$ cat config.mk
export PLATFORM = sky130hd
export DESIGN_NAME = trco_orient
export DESIGN_NICKNAME = d
export VERILOG_FILES = /design/src/design/triangle_rect_overlap_classify_core_assert.svh /design/src/design/trco_pkg.sv /design/src/design/trco_orient.sv
export SDC_FILE = /design/constraint.sdc
export NUM_CORES = 2
export LEC_CHECK = 0
export BUFFER_PORTS_ARGS = -buffer_cell sky130_fd_sc_hd__buf_2
export CORE_MARGIN = 2
export CORE_UTILIZATION = 51
export DETAILED_ROUTE_END_ITERATION = 10
export PLACE_DENSITY = 0.67
export RECOVER_POWER = 50
export SETUP_SLACK_MARGIN = 0.15
export SLEW_MARGIN = 5
export SYNTH_ARGS = -nofsm -noshare
export SYNTH_HDL_FRONTEND = slang
export SYNTH_SLANG_ARGS = --single-unit
$ cat constraint.sdc
create_clock -name clk_i -period 11.4 [get_ports clk_i]
set_input_delay 1.14 -clock clk_i [delete_from_list [all_inputs] [get_ports clk_i]]
set_output_delay 1.14 -clock clk_i [all_outputs]
set_load 0.005 [all_outputs]
$ cat src/design/triangle_rect_overlap_classify_core_assert.svh
// Assertion macros for the triangle/rectangle overlap classifier.
// Included by the top level; no other dependencies.
`ifndef TRIANGLE_RECT_OVERLAP_CLASSIFY_CORE_ASSERT_SVH
`define TRIANGLE_RECT_OVERLAP_CLASSIFY_CORE_ASSERT_SVH
`ifndef SYNTHESIS
`define TRCO_ASSERT_IMP(lbl, clk, rstn, ante, cons) \
  lbl: assert property (@(posedge clk) disable iff (!rstn) (ante) |-> (cons)) \
    else $error("implication check failed");
`define TRCO_ASSERT_NXT(lbl, clk, rstn, ante, cons) \
  lbl: assert property (@(posedge clk) disable iff (!rstn) (ante) |=> (cons)) \
    else $error("next-cycle check failed");
`else
`define TRCO_ASSERT_IMP(lbl, clk, rstn, ante, cons)
`define TRCO_ASSERT_NXT(lbl, clk, rstn, ante, cons)
`endif
`endif

$ cat src/design/trco_pkg.sv
// Shared types and helpers for the triangle/rectangle overlap classifier.
// No dependencies.
`timescale 1ns / 1ps
`default_nettype none
package trco_pkg;
  localparam int RECT_BITS = 12;
  localparam int FRAC_BITS = 4;

  typedef struct packed {
    logic neg;
    logic nz;
  } sgn_t;

  typedef struct packed {
    sgn_t [2:0][3:0] rsg;
    logic            vin;
    logic            box;
  } side_t;

  function automatic sgn_t sgn_mul(sgn_t a, sgn_t b);
    sgn_t r;
    r.nz  = a.nz & b.nz;
    r.neg = r.nz & (a.neg ^ b.neg);
    return r;
  endfunction

  function automatic sgn_t sgn_neg(sgn_t a);
    sgn_t r;
    r.nz  = a.nz;
    r.neg = a.nz & ~a.neg;
    return r;
  endfunction
endpackage
`default_nettype wire

$ cat src/design/trco_orient.sv
// Two-stage orientation sign unit: registered products, then registered sign.
// Depends on trco_pkg.
`timescale 1ns / 1ps
`default_nettype none
module trco_orient #(
  parameter int DW = 18
) (
  input  wire                  clk_i,
  input  wire                  en_mul_i,
  input  wire                  en_sgn_i,
  input  wire  signed [DW-1:0] ux_i,
  input  wire  signed [DW-1:0] uy_i,
  input  wire  signed [DW-1:0] wx_i,
  input  wire  signed [DW-1:0] wy_i,
  output trco_pkg::sgn_t       sgn_o
);
  import trco_pkg::*;
  localparam int PW = 2 * DW;

  logic signed [PW-1:0] p1_q, p2_q;
  logic signed [PW:0]   diff;
  sgn_t                 sgn_q;

  assign diff = (PW + 1)'(p1_q) - (PW + 1)'(p2_q);

  always_ff @(posedge clk_i) begin
    if (en_mul_i) begin
      p1_q <= ux_i * wy_i;
      p2_q <= uy_i * wx_i;
    end
    if (en_sgn_i) begin
      sgn_q.neg <= diff[PW];
      sgn_q.nz  <= |diff;
    end
  end

  assign sgn_o = sgn_q;
endmodule
`default_nettype wire

# ---- Word level (Yosys, flattened, before mapping)
# Cells that the tools add are included.
dict set report word_totals {
  regBits 74
  input_bits 75
  out_inout_bits 2
  elab_cells 8
}
dict set report op_classes {
  addsub 1
  multipliers 2
  reduce_logical 1
}
# op count
set op_table {}
lappend op_table {{$mul 18x18->36} 2}
lappend op_table {{$reduce_or 37->1} 1}
lappend op_table {{$sub 36x36->37} 1}

# ---- Depth between registers and ports, before layout
dict set report logic_depth {
  depth_word 2
  mapped_depth 28
  ltp_nobuf 26
}

# ---- Worst setup path before layout
# OpenSTA, ideal clock, no wires.
dict set report synth_path {
  path_kind {input to register}
  start {in wy_i[9]}
  end {reg p1_q[35] (data pin)}
  setup_ns 0.260
  t_arrival_ns 7.197
  t_required_ns 11.140
  slack_ns 3.943
  cell_stages 26
  n_path_buf 2
  path_cell_list {clkbuf_1 > clkbuf_1 > nand2_1 > fa_1 > inv_1 > fa_1 > inv_1 > fa_1 > inv_1 > fa_1 > fa_1 > inv_1 > fa_1 > inv_1 > ha_1 > a21oi_1 > o21ai_1 > a21o_1 > a211oi_1 > a21oi_1 > a2111oi_0 > o21ai_1 > a31oi_1 > o21ai_1 > a21oi_1 > xnor2_1}
}
dict set report synth_via {
  elab_chain_cells 1
}
# item line_no
set synth_lines {}
lappend synth_lines {{start: declaration} trco_orient.sv:14} ;# input wire signed [DW-1:0] wy_i,
lappend synth_lines {{$mul 18x18->36} trco_orient.sv:28} ;# p1_q <= ux_i * wy_i;
lappend synth_lines {{end signal: assignment} trco_orient.sv:28}
lappend synth_lines {{end: declaration} trco_orient.sv:20} ;# logic signed [PW-1:0] p1_q, p2_q;
# Every way passes these cells.
# A chain may end at the register's enable or synchronous reset.

# ---- Worst setup path after layout
dict set report layout_path {
  start {in wx_i[0]}
  end {reg p2_q[35] (data pin)}
}
dict set report layout_via {
  elab_chain_cells 1
}
# item line_no
set layout_lines {}
lappend layout_lines {{start: declaration} trco_orient.sv:13} ;# input wire signed [DW-1:0] wx_i,
lappend layout_lines {{$mul 18x18->36} trco_orient.sv:29} ;# p2_q <= uy_i * wx_i;
lappend layout_lines {{end signal: assignment} trco_orient.sv:29}
lappend layout_lines {{end: declaration} trco_orient.sv:20}
# Every way passes these cells.

==> summary.txt <==
Clock network
  • Worst-path clk slew: 0.06 ns
  • H-tree Lvls: 3
  • Clk buf depth: 2
  • TritonCTS buffer count: 9
  • CTS tree: built
  • Hold buffer count at cts: 0
  • Clock Sinks: 74
  • Root buf cell: clkbuf_16
  • Number of setup buffers added after CTS: 0
  • Worst-Skew Late Latency: 0.35 ns
  • Post-CTS Resized: 0

Place
  • Routability congestion estimate: 0.871
  • Placed instance area: 29300 µm²
  • Port Buffers: 76
  • DP HPWL: 52200 µm

Yosys
  • Number of synthesized flops with an enable pin: 74
  • Warning count from the yosys run: 0
  • Synth top area cells: fa_1, inv_1, ha_1, edfxtp_1, and2_1
  • Yosys reg bits: 74
  • Synth top area share: 46.6%
  • Syn Std Cell Area: 28300 µm²
  • Synth area leader: fa_1
  • Cells after Synth: 3058
  • Most instantiated cells after synthesis: inv_1, fa_1, nand2_1, and2_1, ha_1
  • Seq/Total Area, Yosys: 7.84%
  • Primary FF master, synth: edfxtp_1
  • Most numerous cell in the Yosys netlist: inv_1
  • Synthesized net count: 4014
  • Post-synthesis async set-or-reset flop share: 0%
  • Cell variety after synth: 64
  • Synth Area per Inst: 9.27 µm²

Run
  • Max Cap Viol: 1

Layout
  • Filler cells: 4998
  • Antenna diodes: 0
  • Final Core Density: 53.8%
  • Area grow syn2layout: 4.40%
  • Share of layout cells above drive strength 1: 3.14%
  • Final net count: 4007
  • Post-route cell area: 29600 µm²

STA
  • Slew @ Worst Pin: 4.08 ns
  • Final worst path period need: 7.81 ns
  • Unrepaired setup endpoints after global routing: false
  • Setup violators final: 0
  • Setup TNS: 0 ns
  • Achievable Freq: 128 MHz
  • Fin. max-slew vios: 73
  • Final Cycle Share: 68.5%
  • Setup Skew: 0.00635 ns
  • Hold Vio Cnt, Final: 0
  • Headroom to the max-slew limit: -172%

Die
  • # rows: 86
  • Chip Height: 240 µm
  • Die area: 57500 µm²
  • Die Wd: 240 µm
  • Core area: 55000 µm²
  • Total I/O pin count: 77
  • Initial Util: 51.5%

Setup path
  • Setup crit end kind: flop
  • Worst EP required: 11.51 ns
  • Critical path class: input pin to flop
  • Critical Path Source Type: input pin
  • WP data arrival: 7.92 ns
  • Max FO, Critical Path: 18

Global route
  • Vias in the first global route: 22200
  • Tot GR Track Use: 23.6%
  • Pin count of the biggest net entering global routing: 73
  • GRT overflow: 0
  • First-pass GRT wire length: 108000 µm
  • Initial antenna violation count: 0

Route
  • DR DRC count: 0
  • Post-DR vias/cell: 5.29
  • Routed wire per std cell: 16.3 µm
  • WL final: 61800 µm
  • First-pass DRT Iterations: 6
  • Via count: 20100
  • Post-DRT Antenna Nets: 0
  • DRT iter0 DRCs: 1095

Worst hold path
  • Min-Delay Path Class: flop to flop

Outcome
  • Status: finished with violations
  • Violated checks: capacitance limit, slew limit
==> logic make-up (layout without fill, tap and decap cells) <==
kind of cell	count (synthesis)	count (layout)	synth area share, %
adders and majority gates	881	881	56.4
buffers and inverters	874	872	11.6
and+or+nand+nor	863	863	15.2
AOI/OAI and AO/OA	272	272	6.06
xor gates and xnor gates	85	85	2.63
DFF	74	74	7.84
muxes	9	9	0.322
==> registers in the layout (all words and copies together) (netlist names) <==
name,count
p1_q,36
p2_q,36
sgn_o,2
==> cell type report <==
type,instances,area (µm²),share of cell area [%]
multi-input cells,2110,22800,77.2
clock buffers,9,225,0.761
repair buffers,77,379,1.28
well taps,748,936,3.16
inverters,779,2920,9.88
flip-flops and latches,74,2220,7.51
clock inverters,7,68.8,0.233
==> per-layer routing <==
metal  track usage (%)  share of wire [%]  vias to the layer above
li1                  -                  -                     9084
met3              2.44                4.2                      112
met4              4.92                2.1                        0
met2              41.7                 52                      457
met1              31.4                 42                    10500
met5                 0                  0                        -
==> stage by stage <==
stage               cells  hold slack, ns  worst slack (ns)
finish               3804           0.839              3.59
global placement     3788           0.863              3.53
floorplan            3058           0.700              3.94
CTS                  3804           0.866              3.70
detailed placement   3788           0.853              3.35
global route         3804           0.912              3.06
==> cell usage in the layout (no fill, tap or decap), types with 15 or more instances in the layout <==
| cell | count |
|---|---|
| nand2b_1 | 25 |
| o21ai_0 | 50 |
| a21oi_1 | 86 |
| a21o_1 | 26 |
| nand3_1 | 26 |
| inv_1 | 777 |
| xor2_1 | 18 |
| xnor2_1 | 67 |
| nor2_1 | 93 |
| a211oi_1 | 15 |
| buf_2 | 72 |
| o21a_1 | 19 |
| and2_1 | 326 |
| nand2_1 | 333 |
| edfxtp_1 | 74 |
| fa_1 | 659 |
| ha_1 | 222 |
==> path summary, 6_finish.rpt <==
check / depth (start not counted) / end / start / slack [ns]
hold / removal: 2 / sgn_o[1]$_DFFE_PP_ / p1_q[35]$_DFFE_PP_ / 0.84
setup / recovery: 24 / p2_q[35]$_DFFE_PP_ / wx_i[0] / 3.59
setup reg to reg: 12 / sgn_o[0]$_DFFE_PP_ / p1_q[26]$_DFFE_PP_ / 6.63
hold reg to reg: 2 / sgn_o[1]$_DFFE_PP_ / p1_q[35]$_DFFE_PP_ / 0.84
==> critical path, stage by stage <==
cell and delay [ns]:
clkbuf_1 0.64, nand2_1 0.20, inv_1 0.19, fa_1 0.45, inv_1 0.20, fa_1 0.44
inv_1 0.10, ha_1 0.44, inv_1 0.29, fa_1 0.56, inv_1 0.05, fa_1 0.53
inv_1 0.05, fa_1 0.47, inv_1 0.04, ha_1 0.34, and3_1 0.23, a31oi_1 0.16
nand2_1 0.07, a31oi_1 0.33, o21ai_1 0.21, o31ai_2 0.26, mux2i_1 0.11, a2111oi_0 0.42
Power is left out: the tool's default activity adds up to more than one toggle a clock period on the data nets, which glitch-free logic cannot reach.
